===== src/design/udps_pkg.sv =====
// ----------------------------------------------------------------------------
// udps_pkg
// Shared types and constants for the up/down digital potentiometer stepper.
// ----------------------------------------------------------------------------
package udps_pkg;

  localparam int unsigned POS_W   = 7;
  localparam int unsigned STEP_W  = 8;
  localparam int unsigned DELAY_W = 16;
  localparam int unsigned CFG_W   = 16;

  localparam logic [POS_W-1:0]   MAX_POSITION      = 7'd100;
  localparam logic [DELAY_W-1:0] HALF_PULSE_RESET  = 16'd20;
  localparam logic [STEP_W-1:0]  FULL_SCALE_RESET  = 8'd100;

  typedef enum logic [1:0] {
    OP_TICK   = 2'd0,
    OP_TARGET = 2'd1,
    OP_ZERO   = 2'd2,
    OP_NOP    = 2'd3
  } opcode_t;

  typedef enum logic {
    REG_HALF_PULSE = 1'b0,
    REG_FULL_SCALE = 1'b1
  } reg_index_t;

  typedef enum logic [2:0] {
    PH_IDLE = 3'b001,
    PH_HIGH = 3'b010,
    PH_LOW  = 3'b100
  } phase_t;

  typedef struct packed {
    logic             chip_select_n;
    logic             direction_up;
    logic             increment_n;
    logic             busy_res;
    logic             accepted;
    logic [POS_W-1:0] wiper_position;
  } result_t;

endpackage


===== src/design/updown_digipot_stepper.sv =====
// ----------------------------------------------------------------------------
// updown_digipot_stepper
// Sequencer for a three-wire up/down digital potentiometer (CS, U/D, INC).
// ----------------------------------------------------------------------------
//
//  channel | handshake              | payload
//  --------+------------------------+-------------------------------------------
//  in      | in_valid / in_stall    | opcode, target_position
//  out     | out_valid / out_stall  | chip_select_n, direction_up, increment_n,
//          |                        | busy_res, accepted, wiper_position
//  cfg     | cfg_write_en           | cfg_index, cfg_data
//
//  One item per cycle while in_stall is low: the sequencer state and the
//  result are computed in the same cycle the item is transferred, so a new
//  item can follow every clock. One result per item. The result register
//  plus a one-entry skid buffer let one more input transfer through after
//  the output side stalls; in_stall rises only once the skid entry is occupied.
//  Synchronous active-high reset: CS high, U/D low, INC high, position 0,
//  registers back to 20 ticks per half pulse and 100 full-scale steps.
// ----------------------------------------------------------------------------
module updown_digipot_stepper
  import udps_pkg::*;
(
  input  logic               clk,
  input  logic               rst,
  // input channel
  input  logic               in_valid,
  output logic               in_stall,
  input  logic [1:0]         opcode,
  input  logic [POS_W-1:0]   target_position,
  // output channel
  output logic               out_valid,
  input  logic               out_stall,
  output logic               chip_select_n,
  output logic               direction_up,
  output logic               increment_n,
  output logic               busy_res,
  output logic               accepted,
  output logic [POS_W-1:0]   wiper_position,
  // configuration
  input  logic               cfg_write_en,
  input  logic               cfg_index,
  input  logic [CFG_W-1:0]   cfg_data
);

  // configuration registers
  logic [DELAY_W-1:0] half_pulse_ticks;
  logic [STEP_W-1:0]  full_scale_steps;

  // sequencer state
  logic [POS_W-1:0]   position_reg,    position_reg_next;
  logic [POS_W-1:0]   pending_target,  pending_target_next;
  logic [STEP_W-1:0]  steps_remaining, steps_remaining_next;
  logic [DELAY_W-1:0] delay_count,     delay_count_next;
  phase_t             phase,           phase_next;
  logic               cs_n,            cs_n_next;
  logic               dir_up,          dir_up_next;
  logic               inc_n,           inc_n_next;
  logic               took;

  // output register and skid entry
  result_t            out_res, skid_res, res_next;
  logic               skid_valid;

  logic               in_xfer, out_xfer;
  logic [DELAY_W-1:0] half_load;
  logic [STEP_W-1:0]  steps_dec;
  logic [POS_W-1:0]   diff;
  logic               going_up;

  assign in_xfer  = in_valid && !in_stall;
  assign out_xfer = out_valid && !out_stall;
  assign in_stall = skid_valid;

  // a zero half-pulse setting behaves as one tick
  assign half_load = (half_pulse_ticks == '0) ? DELAY_W'(1) : half_pulse_ticks;
  assign steps_dec = (steps_remaining != '0) ? steps_remaining - STEP_W'(1) : '0;
  assign going_up  = target_position > position_reg;
  assign diff      = going_up ? target_position - position_reg
                              : position_reg - target_position;

  always_ff @(posedge clk) begin
    if (rst) begin
      half_pulse_ticks <= HALF_PULSE_RESET;
      full_scale_steps <= FULL_SCALE_RESET;
    end else if (cfg_write_en) begin
      unique case (reg_index_t'(cfg_index))
        REG_HALF_PULSE: half_pulse_ticks <= cfg_data;
        REG_FULL_SCALE: full_scale_steps <= cfg_data[STEP_W-1:0];
        default:        ;
      endcase
    end
  end

  // next sequencer state for the item on the input channel
  always_comb begin
    position_reg_next    = position_reg;
    pending_target_next  = pending_target;
    steps_remaining_next = steps_remaining;
    delay_count_next     = delay_count;
    phase_next           = phase;
    cs_n_next            = cs_n;
    dir_up_next          = dir_up;
    inc_n_next           = inc_n;
    took                 = 1'b0;

    unique case (opcode_t'(opcode))
      OP_TICK: begin
        if (phase != PH_IDLE) begin
          if (delay_count > DELAY_W'(1)) begin
            delay_count_next = delay_count - DELAY_W'(1);
          end else if (phase == PH_HIGH) begin
            // first half done: falling edge on INC moves the wiper
            inc_n_next       = 1'b0;
            delay_count_next = half_load;
            phase_next       = PH_LOW;
          end else begin
            inc_n_next           = 1'b1;
            steps_remaining_next = steps_dec;
            if (steps_dec == '0) begin
              // last pulse: deselect and record the position
              cs_n_next         = 1'b1;
              position_reg_next = pending_target;
              delay_count_next  = '0;
              phase_next        = PH_IDLE;
            end else begin
              delay_count_next = half_load;
              phase_next       = PH_HIGH;
            end
          end
        end
      end
      OP_TARGET: begin
        if (phase == PH_IDLE && target_position <= MAX_POSITION &&
            target_position != position_reg) begin
          cs_n_next            = 1'b0;
          dir_up_next          = going_up;
          inc_n_next           = 1'b1;
          pending_target_next  = target_position;
          steps_remaining_next = STEP_W'(diff);
          delay_count_next     = half_load;
          phase_next           = PH_HIGH;
          took                 = 1'b1;
        end
      end
      OP_ZERO: begin
        if (phase == PH_IDLE) begin
          cs_n_next            = 1'b0;
          dir_up_next          = 1'b0;
          inc_n_next           = 1'b1;
          pending_target_next  = '0;
          steps_remaining_next = (full_scale_steps == '0) ? STEP_W'(1)
                                                          : full_scale_steps;
          delay_count_next     = half_load;
          phase_next           = PH_HIGH;
          took                 = 1'b1;
        end
      end
      OP_NOP: ;
      default: ;
    endcase

    res_next.chip_select_n  = cs_n_next;
    res_next.direction_up   = dir_up_next;
    res_next.increment_n    = inc_n_next;
    res_next.busy_res       = (phase_next != PH_IDLE);
    res_next.accepted       = took;
    res_next.wiper_position = position_reg_next;
  end

  always_ff @(posedge clk) begin
    if (rst) begin
      position_reg    <= '0;
      pending_target  <= '0;
      steps_remaining <= '0;
      delay_count     <= '0;
      phase           <= PH_IDLE;
      cs_n            <= 1'b1;
      dir_up          <= 1'b0;
      inc_n           <= 1'b1;
    end else if (in_xfer) begin
      position_reg    <= position_reg_next;
      pending_target  <= pending_target_next;
      steps_remaining <= steps_remaining_next;
      delay_count     <= delay_count_next;
      phase           <= phase_next;
      cs_n            <= cs_n_next;
      dir_up          <= dir_up_next;
      inc_n           <= inc_n_next;
    end
  end

  // output register with one-entry skid
  always_ff @(posedge clk) begin
    if (rst) begin
      out_valid  <= 1'b0;
      skid_valid <= 1'b0;
    end else begin
      if (!out_valid || out_xfer) begin
        out_valid  <= skid_valid || in_xfer;
        skid_valid <= 1'b0;
      end else if (in_xfer) begin
        skid_valid <= 1'b1;
      end
    end
  end

  always_ff @(posedge clk) begin
    if (!out_valid || out_xfer) begin
      out_res <= skid_valid ? skid_res : res_next;
    end
    if (in_xfer && out_valid && !out_xfer) begin
      skid_res <= res_next;
    end
  end

  assign chip_select_n  = out_res.chip_select_n;
  assign direction_up   = out_res.direction_up;
  assign increment_n    = out_res.increment_n;
  assign busy_res       = out_res.busy_res;
  assign accepted       = out_res.accepted;
  assign wiper_position = out_res.wiper_position;

  // chip select is low exactly while a sequence runs
  a_cs_tracks_phase: assert property (@(posedge clk) disable iff (rst)
    cs_n == (phase == PH_IDLE))
    else $error("chip select out of step with sequencer phase");

  // a running sequence always has pulses left
  a_steps_nonzero: assert property (@(posedge clk) disable iff (rst)
    (phase != PH_IDLE) |-> (steps_remaining != '0))
    else $error("sequence running with no steps left");

  // skid entry only holds data behind a full output register
  a_skid_behind_out: assert property (@(posedge clk) disable iff (rst)
    skid_valid |-> out_valid)
    else $error("skid entry occupied while output register empty");

  // a zero command taken while idle always starts the high half of a pulse
  a_zero_starts: assert property (@(posedge clk) disable iff (rst)
    (in_xfer && opcode == OP_ZERO && phase == PH_IDLE) |=>
      (phase == PH_HIGH && !cs_n && !dir_up))
    else $error("zero command did not start a down sequence");

endmodule


===== config.mk =====
export PLATFORM = sky130hd
export DESIGN_NAME = updown_digipot_stepper
export DESIGN_NICKNAME = d
export VERILOG_FILES = /design/src/design/udps_pkg.sv /design/src/design/updown_digipot_stepper.sv
export SDC_FILE = /design/constraint.sdc
export NUM_CORES = 1
export LEC_CHECK = 0
export BUFFER_PORTS_ARGS = -buffer_cell sky130_fd_sc_hd__buf_2
export CORE_AREA = 2 2 118 120
export CTS_CLUSTER_DIAMETER = 50
export DETAILED_ROUTE_END_ITERATION = 6
export DIE_AREA = 0 0 120 122
export PLACE_DENSITY = 0.59
export SETUP_SLACK_MARGIN = 0.5
export SLEW_MARGIN = 20
export SYNTH_ARGS = -nofsm -noshare
export SYNTH_HDL_FRONTEND = slang
export SYNTH_SLANG_ARGS = --single-unit

===== constraint.sdc =====
create_clock -name clk -period 7.9 [get_ports clk]
set_input_delay 1.58 -clock clk [delete_from_list [all_inputs] [get_ports clk]]
set_output_delay 1.58 -clock clk [all_outputs]
set_load 0.05 [all_outputs]

=== Yosys cells after proc, flatten, opt, wreduce, memory -nomap -nowiden ===
Cells that the tools add are included.

* Add/subtract/negate cells: 4
* Eq/ne operators: 12
* Reductions and logical operators: 25
* Bitwise operators: 1
* $lt $le $gt $ge: 3
* Multiplexer cells: 52

{| class="wikitable"
|+ Operators with widths
! operator !! number
|-
| 2-to-1 mux 16 bit || 7
|-
| 2-to-1 mux 7 bit || 8
|-
| 2-to-1 mux 8 bit || 7
|-
| case mux 16 bit (3 select lines) || 1
|-
| case mux 8 bit (3 select lines) || 1
|-
| greater-than comparator 16 x 1 -> 1 bit, second input constant || 1
|-
| logical NOT 16 bit || 1
|-
| logical NOT 8 bit || 2
|-
| subtractor 16 x 1 -> 16 bit, second input constant || 1
|-
| 2-to-1 mux 1 bit || 15
|-
| 2-to-1 mux 3 bit || 5
|-
| case mux 7 bit (2 select lines) || 1
|-
| subtractor 7 bit || 2
|-
| 2-to-1 mux 12 bit || 1
|-
| != test 2 bit, second input constant || 5
|-
| case mux 3 bit (3 select lines) || 1
|-
| nonzero test 8 bit || 1
|-
| subtractor 8 x 1 -> 8 bit, second input constant || 1
|-
| greater-than comparator 7 bit || 1
|-
| <= comparator 7 bit, second input constant || 1
|-
| != test 7 bit || 1
|-
| AND reduction 7 bit || 1
|-
| logical AND 1 bit || 6
|-
| != test 3 x 1 -> 1 bit, second input constant || 2
|-
| other kinds (17) || 24
|}

* Output and inout port bits: 14
* Word-level logic and storage cells: 121
* Input bits: 31
* Register bits: 94

=== Depth between registers and ports, before layout ===
* Word-level depth: 10
* Depth in mapped cells: 11
* Mapped depth without buffers: 11

=== Worst setup path before layout ===
No wires, ideal clock.

* Kind: input-to-reg
* Start point: in target_position[5]
* End point: reg steps_remaining[5]
* Path buffers: 1
* Slack: 3.917 ns
* Arrival time: 3.858 ns
* Data required time: 7.776 ns
* Cell stages on the path: 10
* Library setup time: 0.124 ns
* Path through: inv_1 ha_1 clkbuf_1 nand4_1 a21o_1 a21oi_1 mux2_2 or4_1 nand4_1 o21ai_0

* Longest elaborated chain between the ends: 5
* Elaborated cells on any way between the ends: 12
* Those cells by class: add/sub: 2; order compare: 2; eq/ne: 2; mux: 3; reduce/logical: 3

{| class="wikitable"
|+ Ends and longest elaborated chain
! item !! RTL line !! source
|-
| from (decl) || updown_digipot_stepper.sv:30 || <nowiki>input logic [POS_W-1:0] target_position,</nowiki>
|-
| <= comparator 7 bit || updown_digipot_stepper.sv:134 || <nowiki>if (phase == PH_IDLE && target_position <= MAX_POSITION &&</nowiki>
|-
| logical AND 1 bit (2 in series) || updown_digipot_stepper.sv:134 ||
|-
| != test 2 bit (no source line) || n/a ||
|-
| AND reduction 7 bit (no source line) || n/a ||
|-
| to (signal assigned) || updown_digipot_stepper.sv:184 || <nowiki>steps_remaining <= steps_remaining_next;</nowiki>
|-
| to (decl) || updown_digipot_stepper.sv:53 || <nowiki>logic [STEP_W-1:0] steps_remaining, steps_remaining_next;</nowiki>
|}

Parallel ways exist; a longest one is shown, timed or not. The select of a mux whose other input is x is not followed.
A chain may end at the register's enable or synchronous reset.

=== Worst setup path after layout ===
* Start point: in target_position[3]
* End point: reg steps_remaining[6]

Same word-level chain as after synthesis.

==> metrics.txt <==
status=finished, final reports clean; largest net degree at the start of global routing=52; fmax=~250 MHz; num ports=45; Peak VDD IR=102 uV; final wirelength=12800 um; Setup WS post-layout=between 3 and 4 ns; DRC viols=0; crit share post-route=50.2%; Worst setup EP type=flip-flop; Worst-path clk slew=0.07 ns; drt first-iter violations=320; Hold Crit Class=flip-flop to flip-flop; post-CTS sizing=0; Top FF cell, synth=dfxtp_1; Layout area overhead=11.8%; met1 Use GR=around 24%; HPWL after detailed placement=between 9000 and 10000 um; max_cap viols=0; post-synthesis register bit count=94; met2 Usage GRT=30.4%; grt met3 use=3.32%; Root Buffer=clkbuf_16; Final Slew Violations=0; Port Buffers=44; gpl congestion=0.886; GRT busiest layer=met2; postcts setup bufs=0; actual slew at the worst max-slew pin=around 1.0 ns; number of flops mapped to enable cells by yosys=24; Post-Route Utilization=a little over two fifths; Syn Nets=around 670; H-tree lvl count=3; post-route setup TNS=0 ns; library cells used by synthesis=69; via density per instance=5.52; Congestion Overflow GR=0; CTS sink cnt=94; critical path data arrival time=roughly 4.2 ns; Synth Cell Area=around 0.0053 mm^2; relative slew slack=30.7%; Core Footprint=~0.014 mm^2; per-cell routed wire length=approximately 16 um; synth warn=0; share of cells above drive strength 1=between 10% and 20%; Detail Route Antenna Nets=0; drt pass-1 iters=5; antenna diode count=0; Critical Path RT=between 8 and 9 ns; sequential-to-total area share from yosys stat=between 40% and 50%; via count=roughly 4500; vias in the first global route=between 4000 and 5000; hold_buf cts=0; largest registers=delay_count (16), half_pulse_ticks (16), skid_res (12); final setup skew=just over 0.007 ns; maximum root-to-sink buffer count=2; synthesized area per cell=8.60 um^2; most common cell after layout, fill and taps aside=nand2_1; min cycle time layout=3.96 ns; Startpoint Class=input pin; Async S/R FF share, synth=0%; most frequent cells in the layout=nand2_1 (98), dfxtp_1 (70), a21oi_1 (58); Pwr per Cell Area=221 mW/mm^2; RSZ-0062 raised after global routing=false; initial antenna violation count=0; die footprint=between 0.01 and 0.015 mm^2; Crit Path Class=input pin to flip-flop; CTS tree=done; final hold violation count=0; gr usage total=between 10% and 20%; global-route wire length before repair=between 20000 and 25000 um; initial core utilization=between 30 and 40%; Final setup viols=0; die width=~120 um; CP Max Fanout=8; fin nets=between 600 and 700; Core Rows=43; CTS buffer count=9; static leakage=around 0.0023 uW; Skew-Pair Late Insertion Delay=0.35 ns; Mapped Cells=slightly above 600; Die H=roughly 120 um; post-place setup slack=3.60 ns
[critical path: stages]
cell and delay, ns:
buf_2 0.10, inv_1 0.07, ha_1 0.42, nand4_1 0.18
a21o_1 0.22, a21oi_1 0.53, mux2_2 0.44, a2111o_1 0.36
o31ai_1 0.21, nor3_1 0.09
[power breakdown]
| part | switching, uW | total (uW) | internal (uW) |
|---|---|---|---|
| sequential | 28.1 | 554 | 526 |
| clock | 191 | 426 | 234 |
| combinational | 205 | 322 | 117 |
[metrics by stage]
stage / cells / total power, uW / hold slack [ns] / area (um^2)
final: 820 / 1300 / 0.455 / 5900
after global routing: 820 / 1370 / 0.475 / 5900
after CTS: 820 / 1320 / 0.456 / 5900
after detailed placement: 804 / 884 / 0.448 / 5600
after global placement: 804 / 878 / 0.440 / 5600
after floorplan: 613 / 809 / 0.431 / 5270
[Yosys cell counts (all sizes together), types with 5 or more instances]
library cell | instances | area share, %
xnor2 | 6 | 1.0
or3 | 11 | 1.4
clkbuf | 33 | 2.4
a21oi | 58 | 5.5
nand4 | 6 | 1.0
o22ai | 5 | 0.59
dfxtp | 70 | 27
a32oi | 6 | 1.0
ha | 20 | 4.7
o21ai | 35 | 3.3
inv | 29 | 2.1
mux2 | 22 | 5.2
nand3 | 10 | 0.95
a221oi | 7 | 1.2
nor2 | 41 | 2.9
edfxtp | 24 | 14
o211ai | 5 | 0.71
a31oi | 6 | 0.71
mux2i | 6 | 1.1
a211oi | 9 | 1.3
nand2 | 98 | 7.0
or4 | 5 | 0.78
nor4 | 9 | 1.1
nor2b | 6 | 0.71
nor3 | 11 | 1.0
and2 | 5 | 0.59
[kinds of logic after synthesis]
family | after synthesis | synth area share (%)
and+or+nand+nor | 222 | 20.3
AOI/OAI and AO/OA | 174 | 21.7
DFF | 94 | 40.2
buffers and inverters | 65 | 4.67
muxes | 28 | 6.33
adders and majority gates | 22 | 5.50
xor gates and xnor gates | 8 | 1.33
[per-layer routing]
metal | share of wire (%) | routed length [um]
met1 | 48 | 6180
met2 | 46 | 5910
met3 | 4.2 | 533
met4 | 1.5 | 194
met5 | 0 | 0
[final timing paths]
| kind | from | end | slack [ns] | cells after the start |
|---|---|---|---|---|
| max | target_position[3] | steps_remaining[6]$_SDFFE_PP0P_ | 3.94 | 10 |
| max reg2reg | steps_remaining[0]$_SDFFE_PP0P_ | wiper_position[1]$_DFFE_PP_ | 4.61 | 8 |
| min | pending_target[2]$_SDFFE_PP0P_ | pending_target[2]$_SDFFE_PP0P_ | 0.45 | 2 |
| min reg2reg | pending_target[2]$_SDFFE_PP0P_ | pending_target[2]$_SDFFE_PP0P_ | 0.45 | 2 |
[area by class of cell]
class / instances / area [um^2]
fillers: 1322 / 7610
multi-input cells: 454 / 2910
flip-flops and latches: 94 / 2120
clock buffers: 10 / 250
repair buffers: 47 / 243
well taps: 180 / 225
inverters: 29 / 109
clock inverters: 6 / 41.3
(Power assumes the default switching activity.)
